===== src/sv/mmlr_pkg.sv =====
// Shared constants and types for the min/max level rescaler.
package mmlr_pkg;

  // Default sample width and the fixed width of levels and span.
  localparam int unsigned SampleBitsDef = 32;
  localparam int unsigned SpanBits      = 16;

  // Configuration register indexes.
  localparam logic CfgOutMin = 1'b0;
  localparam logic CfgOutMax = 1'b1;

  // Reset values of the configuration registers.
  localparam logic [SpanBits-1:0] OutMinRst = 16'd0;
  localparam logic [SpanBits-1:0] OutMaxRst = 16'd255;

  // Operation codes carried in the input tuser.
  localparam logic OpMeasure = 1'b0;
  localparam logic OpConvert = 1'b1;

  // Bit positions in the input tuser.
  localparam int unsigned UserOpBit    = 0;
  localparam int unsigned UserFirstBit = 1;

  // Divider status toward the sequencer.
  typedef struct packed {
    logic                busy;
    logic                done;
    logic [SpanBits-1:0] quot;
  } div_status_t;

endpackage


===== src/sv/mmlr_scale_div.sv =====
// Shared add/compare/subtract unit computing floor(d * span / range) bit serially.
module mmlr_scale_div #(
  parameter int unsigned SAMPLE_BITS = mmlr_pkg::SampleBitsDef
) (
  input  logic                              clk_i,
  input  logic                              rst_ni,
  input  logic                              start_i,
  input  logic [SAMPLE_BITS-1:0]            d_i,
  input  logic [SAMPLE_BITS-1:0]            range_i,
  input  logic [mmlr_pkg::SpanBits-1:0]     span_i,
  output mmlr_pkg::div_status_t             status_o
);

  localparam int unsigned Steps  = 2 * mmlr_pkg::SpanBits;
  localparam int unsigned CntW   = $clog2(Steps);
  localparam logic [CntW-1:0] LastStep = CntW'(Steps - 1);

  logic                          busy_q;
  logic                          done_q;
  logic [CntW-1:0]               cnt_q;
  logic [SAMPLE_BITS-1:0]        d_q;
  logic [SAMPLE_BITS-1:0]        range_q;
  logic [SAMPLE_BITS-1:0]        rem_q;
  logic [mmlr_pkg::SpanBits-1:0] span_q;
  logic [mmlr_pkg::SpanBits-1:0] quot_q;

  logic                   phase;
  logic [SAMPLE_BITS-1:0] addend;
  logic [SAMPLE_BITS:0]   sum;
  logic [SAMPLE_BITS:0]   range_ext;
  logic                   ge;
  logic [SAMPLE_BITS:0]   diff;
  logic [SAMPLE_BITS-1:0] rem_d;

  // Even steps double the remainder, odd steps add d when the span bit is set.
  always_comb begin
    phase     = cnt_q[0];
    addend    = phase ? (span_q[mmlr_pkg::SpanBits-1] ? d_q : '0) : rem_q;
    sum       = {1'b0, rem_q} + {1'b0, addend};
    range_ext = {1'b0, range_q};
    ge        = (sum >= range_ext);
    diff      = sum - range_ext;
    rem_d     = ge ? diff[SAMPLE_BITS-1:0] : sum[SAMPLE_BITS-1:0];
  end

  always_ff @(posedge clk_i or negedge rst_ni) begin
    if (!rst_ni) begin
      busy_q <= 1'b0;
      done_q <= 1'b0;
      cnt_q  <= '0;
    end else begin
      done_q <= 1'b0;
      if (start_i && !busy_q) begin
        busy_q <= 1'b1;
        cnt_q  <= '0;
      end else if (busy_q) begin
        cnt_q <= cnt_q + 1'b1;
        if (cnt_q == LastStep) begin
          busy_q <= 1'b0;
          done_q <= 1'b1;
        end
      end
    end
  end

  always_ff @(posedge clk_i) begin
    if (start_i && !busy_q) begin
      d_q     <= d_i;
      range_q <= range_i;
      span_q  <= span_i;
      rem_q   <= '0;
      quot_q  <= '0;
    end else if (busy_q) begin
      rem_q <= rem_d;
      if (phase) begin
        quot_q <= quot_q + {{(mmlr_pkg::SpanBits-1){1'b0}}, ge};
        span_q <= {span_q[mmlr_pkg::SpanBits-2:0], 1'b0};
      end else begin
        quot_q <= {quot_q[mmlr_pkg::SpanBits-2:0], ge};
      end
    end
  end

  assign status_o.busy = busy_q;
  assign status_o.done = done_q;
  assign status_o.quot = quot_q;

endmodule


===== src/sv/minmax_level_rescaler.sv =====
// Two-pass min/max contrast stretch: frame statistics, then rescaling of each sample.
// Measure words update the statistics while the block stays idle, so the input stays ready.
// Convert words needing a division: the divider runs 32 steps, two per span bit, then
// raises done; the sequencer loads the quotient, registers the level and takes the next word.
// Convert words settled without division go straight to StDone; a full output stalls the input.
// Reset clears statistics to (0, 0), sets out_min 0 and out_max 255, and empties the output.
module minmax_level_rescaler #(
  parameter int unsigned SAMPLE_BITS = mmlr_pkg::SampleBitsDef
) (
  input  logic                                   clk_i,
  input  logic                                   rst_ni,
  // Input stream.
  input  logic                                   s_axis_tvalid_i,
  output logic                                   s_axis_tready_o,
  input  logic [((SAMPLE_BITS + 7) / 8) * 8-1:0] s_axis_tdata_i,  // [SAMPLE_BITS-1:0] sample
  input  logic [1:0]                             s_axis_tuser_i,  // [0] operation, [1] first
  // Output stream.
  output logic                                   m_axis_tvalid_o,
  input  logic                                   m_axis_tready_i,
  output logic [mmlr_pkg::SpanBits-1:0]          m_axis_tdata_o,  // [15:0] level
  output logic [0:0]                             m_axis_tuser_o,  // [0] zero_range
  // Configuration write channel.
  input  logic                                   cfg_valid_i,
  output logic                                   cfg_ready_o,
  input  logic                                   cfg_index_i,
  input  logic [mmlr_pkg::SpanBits-1:0]          cfg_data_i
);

  typedef enum logic [1:0] {
    StIdle,
    StDiv,
    StDone
  } state_e;

  state_e                        state_q;
  logic [SAMPLE_BITS-1:0]        low_q;       // offset-binary running minimum
  logic [SAMPLE_BITS-1:0]        high_q;      // offset-binary running maximum
  logic                          stats_vld_q;
  logic [mmlr_pkg::SpanBits-1:0] out_min_q;
  logic [mmlr_pkg::SpanBits-1:0] out_max_q;
  logic [mmlr_pkg::SpanBits-1:0] res_level_q;
  logic                          res_zr_q;
  logic                          out_vld_q;
  logic [mmlr_pkg::SpanBits-1:0] out_level_q;
  logic                          out_zr_q;

  logic                          in_acc;
  logic                          op;
  logic                          first;
  logic [SAMPLE_BITS-1:0]        x_biased;
  logic [SAMPLE_BITS-1:0]        range;
  logic [SAMPLE_BITS-1:0]        delta;
  logic [mmlr_pkg::SpanBits-1:0] span;
  logic                          zero_case;
  logic                          below;
  logic                          above;
  logic                          div_start;
  logic                          out_free;
  mmlr_pkg::div_status_t         div_status;

  // Flip the sign bit so unsigned compares order the samples.
  always_comb begin
    op       = s_axis_tuser_i[mmlr_pkg::UserOpBit];
    first    = s_axis_tuser_i[mmlr_pkg::UserFirstBit];
    x_biased = {~s_axis_tdata_i[SAMPLE_BITS-1], s_axis_tdata_i[SAMPLE_BITS-2:0]};
    in_acc   = s_axis_tvalid_i && s_axis_tready_o;
    range    = high_q - low_q;
    delta    = x_biased - low_q;
    span     = out_max_q - out_min_q;
    // Zero range or a span that is not positive forces level 0 with the flag.
    zero_case = (range == '0) || (out_max_q <= out_min_q);
    below     = (x_biased < low_q);
    above     = (x_biased >= high_q);
    div_start = in_acc && (op == mmlr_pkg::OpConvert) && !zero_case && !below && !above;
    out_free  = !out_vld_q || m_axis_tready_i;
  end

  assign s_axis_tready_o = (state_q == StIdle);
  assign cfg_ready_o     = 1'b1;

  mmlr_scale_div #(
    .SAMPLE_BITS(SAMPLE_BITS)
  ) u_div (
    .clk_i   (clk_i),
    .rst_ni  (rst_ni),
    .start_i (div_start),
    .d_i     (delta),
    .range_i (range),
    .span_i  (span),
    .status_o(div_status)
  );

  // Sequencer, statistics, configuration and the output register.
  always_ff @(posedge clk_i or negedge rst_ni) begin
    if (!rst_ni) begin
      state_q     <= StIdle;
      low_q       <= {1'b1, {(SAMPLE_BITS-1){1'b0}}};
      high_q      <= {1'b1, {(SAMPLE_BITS-1){1'b0}}};
      stats_vld_q <= 1'b0;
      out_min_q   <= mmlr_pkg::OutMinRst;
      out_max_q   <= mmlr_pkg::OutMaxRst;
      res_level_q <= '0;
      res_zr_q    <= 1'b0;
      out_vld_q   <= 1'b0;
      out_level_q <= '0;
      out_zr_q    <= 1'b0;
    end else begin
      if (cfg_valid_i && cfg_ready_o) begin
        case (cfg_index_i)
          mmlr_pkg::CfgOutMin: out_min_q <= cfg_data_i;
          mmlr_pkg::CfgOutMax: out_max_q <= cfg_data_i;
          default: ;
        endcase
      end

      // Drop the output word once the sink takes it, unless a new one loads now.
      if (out_vld_q && m_axis_tready_i && (state_q != StDone)) begin
        out_vld_q <= 1'b0;
      end

      case (state_q)
        StIdle: begin
          if (in_acc) begin
            if (op == mmlr_pkg::OpMeasure) begin
              // Restart on first, or when no statistics exist yet.
              if (first || !stats_vld_q) begin
                low_q       <= x_biased;
                high_q      <= x_biased;
                stats_vld_q <= 1'b1;
              end else begin
                if (below) low_q <= x_biased;
                if (x_biased > high_q) high_q <= x_biased;
              end
            end else if (zero_case) begin
              res_level_q <= '0;
              res_zr_q    <= 1'b1;
              state_q     <= StDone;
            end else if (below) begin
              res_level_q <= '0;
              res_zr_q    <= 1'b0;
              state_q     <= StDone;
            end else if (above) begin
              // Saturate to the span.
              res_level_q <= span;
              res_zr_q    <= 1'b0;
              state_q     <= StDone;
            end else begin
              res_zr_q <= 1'b0;
              state_q  <= StDiv;
            end
          end
        end
        StDiv: begin
          // Hold until the divider finishes its last step.
          if (div_status.done) begin
            res_level_q <= div_status.quot;
            state_q     <= StDone;
          end
        end
        StDone: begin
          if (out_free) begin
            out_vld_q   <= 1'b1;
            out_level_q <= res_level_q;
            out_zr_q    <= res_zr_q;
            state_q     <= StIdle;
          end
        end
        default: state_q <= StIdle;
      endcase
    end
  end

  assign m_axis_tvalid_o   = out_vld_q;
  assign m_axis_tdata_o    = out_level_q;
  assign m_axis_tuser_o[0] = out_zr_q;

endmodule


===== config.mk =====
export PLATFORM = sky130hd
export DESIGN_NAME = minmax_level_rescaler
export DESIGN_NICKNAME = d
export VERILOG_FILES = /design/src/sv/mmlr_pkg.sv /design/src/sv/mmlr_scale_div.sv /design/src/sv/minmax_level_rescaler.sv
export SDC_FILE = /design/constraint.sdc
export NUM_CORES = 1
export LEC_CHECK = 0
export BUFFER_PORTS_ARGS = -buffer_cell sky130_fd_sc_hd__buf_2
export CORE_ASPECT_RATIO = 0.6
export CORE_MARGIN = 3
export CORE_UTILIZATION = 45
export CTS_CLUSTER_DIAMETER = 150
export DETAILED_ROUTE_END_ITERATION = 8
export GPL_ROUTABILITY_DRIVEN = 0
export PLACE_DENSITY = 0.66
export SLEW_MARGIN = 10
export SYNTH_ARGS = -nofsm -noshare
export SYNTH_HDL_FRONTEND = slang
export SYNTH_HIERARCHICAL = 1
export SYNTH_SLANG_ARGS = --single-unit

===== constraint.sdc =====
create_clock -name clk_i -period 9 [get_ports clk_i]
set_input_delay 0.45 -clock clk_i [delete_from_list [all_inputs] [get_ports clk_i]]
set_output_delay 0.45 -clock clk_i [all_outputs]
set_load 0.02 [all_outputs]

==> results.md, run 1 <==
Clock tree:
- In this run the number of H-tree levels came out at 1.
- Counting along the longest clock path gives a buffer depth of 3.
- The clock transition at the register clock pins on the worst setup and hold paths after CTS is 0.06 ns.
- The clock tree from TritonCTS is built.
- The count of cells resized by post-cts repair is 0.
- The later-pin clock latency in the skew report is 0.57 ns.
- The number of buffers added by the clock tree synthesis step is 28.
- The cell chosen for the clock root is sky130_fd_sc_hd__clkbuf_16.
- The number of clock sinks seen by CTS is 269.

Worst hold path:
- The origin of the worst min-delay path is s_axis_tdata_i[31].
- The endpoint of the worst hold path is high_q[31]$_DFFE_PN1P_.
- The depth of the worst hold-timing path is 2.
- The class of the tightest hold or removal check is input pin to register.

Critical path:
- In this run the critical register-to-register path is captured at u_div/quot_q[10]$_SDFFE_PP0P_.
- On the worst path, the slowest cell contributes a delay of 0.45 ns.
- The kind of capture point of the worst setup path is a register.
- The data required time at the worst endpoint is 9.46 ns.
- The setup check on the worst reg-to-reg path leaves a slack of 1.58 ns.
- The maximum net fanout on the critical path is 52.
- The worst setup path category is register to register.
- Measured in cells, the most critical reg-to-reg path has a length of 31.
- The arrival time of data at the critical path endpoint is 7.88 ns.
- STA classifies the critical path startpoint as a register.
- The highest-delay cell along the critical path is sky130_fd_sc_hd__fa_1.
- Among the stages of the critical path, the cell type that occurs most often is sky130_fd_sc_hd__and3_1.
- The worst register-to-register path begins at u_div/cnt_q[0]$_DFFE_PN0P_.

Logic synthesis:
- The number of synthesis warnings is 6.
- The number of nets in the synthesized netlist is 2438.
- The instance count of the mapped netlist is 2198.
- Dividing the synthesized area by the synthesized cell count gives 8.85 um^2.
- The post-synthesis instance area is 19400 um^2.

Route:
- The number of detailed-route iterations in the first pass is 6.
- The via-per-instance ratio is 5.98.
- Once detail routing completed, the nets flagged for antenna violations numbered 0.
- The final routed wire length divided by cell count is 19.3 um.
- The final layout contains routed wiring with a total length of 54.5 mm.
- The starting DRC count in detailed routing is 2259.
- The overall via count from detail_route is 16900.
- The count of unresolved DRC violations after routing is 0.

Place:
- The placed wire-length estimate after detailed placement is 41.8 mm.
- Input and output buffers added on the ports amount to 74.
- The instance area at placement is 20200 um^2.
- The worst setup slack after placement is 1.70 ns.

Floorplanning:
- The die covers 45800 um^2.
- The boundary pin count is 76.
- The total core area is 42200 um^2.
- For this configuration, the core starts out at a cell density of 46.0%.
- The floorplan has 58 rows.
- The floorplan die height is 167 um.
- In this run the horizontal extent of the chip is 274 um.

Timing:
- Setup repair after global routing left no endpoint under its margin.
- The headroom to the max-slew limit is 25.2%.
- The summed negative setup slack over all endpoints is 0 ns.
- The routed design could run at a clock period as short as 7.42 ns.
- For this run, the top clock speed supported by timing is 0.135 GHz.
- The final hold violation count is 0.
- The worst-margin pin slew is 1.12 ns.
- Across the routed clock network, the largest skew measured is 0.0205 ns.
- The final critical path takes up 82.4% of the cycle.
- In the post-route analysis, the smallest setup slack over all paths is 1.58 ns.
- The worst slack on hold paths is 0.0577 ns.
- The number of slew-limit violations in the final report is 0.
- The number of endpoints failing setup at the final stage is 0.

Global route:
- The first global-routing pass estimated 86.0 mm of wire.
- The remaining global-route overflow is 0.
- The maximum number of pins on one net before global-route repair is 81.
- The number of antenna violations at the first check in global routing is 2.
- The global-route usage over all layers is 23.4%.
- The number of global-route vias before repair is 15400.

Layout:
- The layout net count is 2467.
- The cell area after layout is 21100 um^2.
- The proportion of layout cells with a drive suffix above 1 is 10.5%.
- The synthesis-to-finish area growth is 8.71%.

Run:
- The tool flagged a number of max-cap violations equal to 0.

Run status:
- The flow ran to the end, and the final reports show no timing, DRC or antenna violations.
area by class of cell:
cell class | count | area, um^2
inverters | 216 | 813
diodes | 2 | 5.00
multi-input cells | 1626 | 11400
fillers | 3923 | 21100
flip-flops and latches | 269 | 6910
clock buffers | 36 | 752
repair buffers | 86 | 469
clock inverters | 15 | 130
well taps | 570 | 713
how the worst max path moves through the flow:
stage                               start                            end  slack (ns)  cells after the start
2_1_floorplan  u_div/cnt_q[0]$_DFFE_PN0P_  u_div/quot_q[10]$_SDFFE_PP0P_        2.01                     36
3_3_place_gp   u_div/cnt_q[0]$_DFFE_PN0P_  u_div/quot_q[10]$_SDFFE_PP0P_        1.86                     31
3_5_place_dp   u_div/span_q[15]$_DFFE_PP_  u_div/quot_q[10]$_SDFFE_PP0P_        1.70                     32
4_1_cts        u_div/span_q[15]$_DFFE_PP_  u_div/quot_q[10]$_SDFFE_PP0P_        1.66                     32
5_1_grt        u_div/span_q[15]$_DFFE_PP_  u_div/quot_q[12]$_SDFFE_PP0P_         1.0                     32
6_report       u_div/cnt_q[0]$_DFFE_PN0P_  u_div/quot_q[10]$_SDFFE_PP0P_        1.58                     31
what timing repair did:
action | in CTS | in global routing
buffers inserted | 0 | 0
hold buffers | 1 | 0
hold endpoints to repair | 71 | 0
stage by stage:
step / utilization [%] / cells
after detailed placement: 47.9 / 2766
final: 50.1 / 2820
after global routing: 50.0 / 2818
after CTS: 50.0 / 2818
after global placement: 47.9 / 2766
after floorplan: - / 2198
layout by cell type (no fill, tap or decap), drive strengths merged, types with 23 or more instances in the layout:
cell type,instances
a21o,58
a21oi,136
and3,25
buf,85
clkbuf,36
dfrtp,131
dfxtp,48
edfxtp,80
ha,179
inv,216
mux2,67
nand2,223
nand3,79
nand4,29
nor2,89
nor2b,23
nor3,30
o21ai,216
o31ai,26
xnor2,82
xor2,37
flip-flops by register name (all words and copies together) (netlist names), 2 cells and up:
signal,flops
out_max_q,16
m_axis_tdata_o,16
u_div/rem_q,32
u_div/span_q,16
low_q,32
u_div/quot_q,16
res_level_q,16
state_q,2
u_div/range_q,32
u_div/cnt_q,5
u_div/d_q,32
high_q,32
out_min_q,16
metal layers:
| layer | global-route usage, % | share of wire (%) |
|---|---|---|
| met5 | 0 | 0 |
| met4 | 3.25 | 1.5 |
| met3 | 6.15 | 11 |
| met2 | 29.1 | 36 |
| met1 | 39.5 | 51 |
critical path: cells and delay by family (launching register included):
| kind | cells | cell delay, ns |
|---|---|---|
| adders and majority gates | 5 | 1.56 |
| and+or+nand+nor | 11 | 2.03 |
| buffers and inverters | 2 | 0.61 |
| xor gates and xnor gates | 1 | 0.18 |
| DFF | 1 | 0.34 |
| AOI/OAI and AO/OA | 12 | 2.56 |
Power of run 1 is not shown: default switching activity piles up to over one toggle a cycle in this logic, so the estimate is an artifact.
==> run 2: changes to the inputs <==
--- a/config.mk
+++ b/config.mk
@@ -12,7 +12,7 @@
 export CTS_CLUSTER_DIAMETER = 150
 export DETAILED_ROUTE_END_ITERATION = 8
 export GPL_ROUTABILITY_DRIVEN = 0
-export PLACE_DENSITY = 0.66
+export PLACE_DENSITY = 0.68
 export SLEW_MARGIN = 10
 export SYNTH_ARGS = -nofsm -noshare
 export SYNTH_HDL_FRONTEND = slang
==> constraint.sdc (replaced) <==
create_clock -name clk_i -period 6.55 [get_ports clk_i]
set_input_delay 0.3275 -clock clk_i [delete_from_list [all_inputs] [get_ports clk_i]]
set_output_delay 0.3275 -clock clk_i [all_outputs]
set_load 0.02 [all_outputs]
==> run 2 against run 1 <==
Effect of this change: first-iteration DRC count shrank 12%; largest cell class unchanged; non-clock buffer count grew 44; global-route usage grew 0.10 points; critical path type unchanged; final area grew 2.5%; highest routed layer unchanged; core utilization grew 1.2 points; clock skew shrank 0.0035 ns.
==> results.md, run 2 (synthesis results as in run 1) <==
Run status:
- The flow ran to the end, and the final reports show no timing, DRC or antenna violations.

Global route:
- The number of global-route vias before repair came to 15600 (+1.7%).
- The maximum number of pins on one net before global-route repair is 103 (+27%).
- The remaining global-route overflow is 0 (unchanged).
- The number of antenna violations at the first check in global routing is 0 (-2).
- The global-route usage over all layers was 23.5% (+0.10 points).
- The global-route wire length before repair was 86.1 mm (about the same).

Timing:
- The ratio of final minimum period to clock period is 95.9% (+13 points).
- Setup repair after global routing left no endpoint under its margin.
- The final period demand of the worst path is 6.28 ns (-1.14 ns).
- The worst-margin pin slew is 1.08 ns (-0.0403 ns).
- The number of endpoints failing setup at the final stage is 0 (unchanged).
- The clock skew is 0.0169 ns (-0.00354 ns).
- The number of slew-limit violations in the final report is 0 (unchanged).
- The headroom to the max-slew limit came to 28.1% (+2.9 points).
- The highest attainable clock frequency is 0.159 GHz (+18%).
- The final hold violation count is 0 (unchanged).

Place:
- The instance area at placement is 20500 um^2 (+1.3%).
- The cell count after placement came to 2793 (+0.98%).
- The placed wire-length estimate after detailed placement is 42.4 mm (+1.5%).
- The port buffer count came to 74 (unchanged).

Critical path:
- The data required time at the worst endpoint came to 7.01 ns (-2.45 ns).
- The path depth of the worst reg2reg path was 32 (+3.2%).
- The highest-delay cell along the critical path is sky130_fd_sc_hd__edfxtp_1.
- The combined buffer and inverter count along the critical path is 2 (unchanged).
- The capturing point of the worst reg2reg path is u_div/quot_q[10]$_SDFFE_PP0P_.
- The highest cell delay on the worst timing path is 0.39 ns (-0.06 ns).
- The worst setup path is launched from a register.
- The startpoint identified for the worst register-to-register timing path is u_div/span_q[15]$_DFFE_PP_.
- The cell family contributing the most delay on the critical path is compound AO/OA/AOI/OAI gates.
- The worst setup path category is register to register.
- The arrival time of data at the critical path endpoint was 6.74 ns (-1.14 ns).
- The maximum net fanout on the critical path is 9 (-83%).
- The minimum setup slack among reg-to-reg paths is 0.27 ns (-1.31 ns).
- The kind of capture point of the worst setup path is a register.
- Among the stages of the critical path, the cell type that occurs most often is sky130_fd_sc_hd__and3_4.

Clock tree:
- The clock tree from TritonCTS is built.
- The cell chosen for the clock root is sky130_fd_sc_hd__clkbuf_16.
- The count of H-tree levels built during CTS is 1 (unchanged).
- The number of buffers added by the clock tree synthesis step is 29 (+3.6%).
- The clock transition at the register clock pins on the worst setup and hold paths after CTS is 0.06 ns (about the same).
- The number of clock sinks seen by CTS came to 269 (unchanged).
- The buffer depth of the longest clock path came to 3 (unchanged).
- The later-pin clock latency in the skew report is 0.58 ns (about the same).

Layout:
- The cell area after layout was 21700 um^2 (+2.5%).
- The number of standard cells in the layout, taps in and fillers out is 2865 (+1.6%).
- In the layout the commonest cells are sky130_fd_sc_hd__nand2_1, sky130_fd_sc_hd__inv_1, sky130_fd_sc_hd__o21ai_0, sky130_fd_sc_hd__ha_1, sky130_fd_sc_hd__a21oi_1.
- The share of the core filled with cells is 51.3% (+1.2 points).
- The synthesis-to-finish area growth is 11.4%.
- The most common cell after layout, fill and taps aside is sky130_fd_sc_hd__nand2_1.
- The area taken by flip-flops and latches came to 6910 um^2 (unchanged).
- The layout net count was 2512 (+1.8%).
- The filler cell count in the final layout is 3879 (-1.1%).
- The proportion of layout cells with a drive suffix above 1 came to 12.9% (+2.4 points).
- The footprint of the multi-input gates is 11500 um^2 (+1.0%).
- The number of diodes is 0 (-2).

Worst hold path:
- The origin of the worst min-delay path is cfg_data_i[3].
- The depth of the worst hold-timing path is 3 (+1).
- The class of the tightest hold or removal check is input pin to register.
- The worst hold path terminates at out_min_q[3]$_DFFE_PN0P_.

Floorplanning:
- The standard-cell row count is 58 (unchanged).
- The overall die width came to 274 um (unchanged).
- The total core area came to 42200 um^2 (unchanged).
- The area of the die is 45800 um^2 (unchanged).
- The effective utilization at floorplan is 46.0% (unchanged).
- The boundary pin count is 76 (unchanged).
- The floorplan die height came to 167 um (unchanged).

Route:
- The starting DRC count in detailed routing is 1991 (-12%).
- The count of unresolved DRC violations after routing came to 0 (unchanged).
- The final routed wire length divided by cell count was 19.4 um (+0.15%).
- The via-per-instance ratio is 5.94 (-0.72%).
- The overall via count from detail_route is 17000 (+0.86%).
- The final wirelength is 55.5 mm (+1.7%).
- The final antenna-violating net count is 0 (unchanged).
- The number of detailed-route iterations in the first pass was 6 (unchanged).

Run:
- The number of max-cap violations came to 0 (unchanged).
## run 2: cell count changes in the layout (fill, tap and decap cells not counted), moves of 4 or more
cell,change
sky130_fd_sc_hd__buf_4,+28
sky130_fd_sc_hd__dlygate4sd3_1,+16
sky130_fd_sc_hd__and3_1,-6
sky130_fd_sc_hd__and3_4,+6
sky130_fd_sc_hd__clkbuf_8,+6
sky130_fd_sc_hd__ha_1,-6
sky130_fd_sc_hd__clkinv_1,-5
sky130_fd_sc_hd__clkbuf_1,-4
sky130_fd_sc_hd__ha_2,+4
## run 2: metal layers
metal	wire length (um)	vias up	global-route usage, %	part of all wire (%)
li1	-	8074	-	-
met1	27200	8071	37.0	49
met2	20800	807	30.4	38
met3	6430	66	8.05	12
met4	1060	0	4.61	1.9
met5	0	-	0	0
## run 2: worst max-delay path by stage
stage	slack [ns]	end	from	depth (start not counted)
final	0.27	u_div/quot_q[10]$_SDFFE_PP0P_	u_div/span_q[15]$_DFFE_PP_	32
after CTS	0.16	u_div/quot_q[10]$_SDFFE_PP0P_	u_div/span_q[15]$_DFFE_PP_	32
after floorplan	-0.05	u_div/quot_q[10]$_SDFFE_PP0P_	u_div/cnt_q[0]$_DFFE_PN0P_	38
after global routing	0.02	u_div/quot_q[13]$_SDFFE_PP0P_	u_div/span_q[15]$_DFFE_PP_	32
after detailed placement	0.19	u_div/quot_q[10]$_SDFFE_PP0P_	u_div/span_q[15]$_DFFE_PP_	32
after global placement	0.27	u_div/quot_q[10]$_SDFFE_PP0P_	u_div/span_q[15]$_DFFE_PP_	32
## run 2: tightest hold or removal path: stages
cell and delay (ns):
sky130_fd_sc_hd__buf_2 0.10, sky130_fd_sc_hd__nand2_1 0.04, sky130_fd_sc_hd__o21ai_0 0.07
## run 2: repair_timing
action	CTS	global route
hold buffers	17	0
gates resized for setup	0	11
buffers inserted	0	1
setup endpoints to repair	0	7
endpoints found under the hold margin	83	0
## run 2: area by class of cell
| type | instances | share of cell area (%) |
|---|---|---|
| multi-input combinational | 1626 | 52.9 |
| clock buffer | 39 | 3.81 |
| clock inverter | 15 | 0.445 |
| tap | 570 | 3.29 |
| inverter | 216 | 3.75 |
| sequential | 269 | 31.9 |
| timing repair buffer | 130 | 3.88 |
## run 2: per-stage QoR
stage	setup WS (ns)	hold slack (ns)	TNS [ns]
2_1_floorplan	-0.0544	0.0319	-0.0769
3_3_place_gp	0.271	0.355	0
3_5_place_dp	0.191	0.366	0
4_1_cts	0.159	0.00208	0
5_1_grt	0.0159	0.0253	0
6_report	0.271	0.0112	0
Power of run 2 is left out for the same reason.
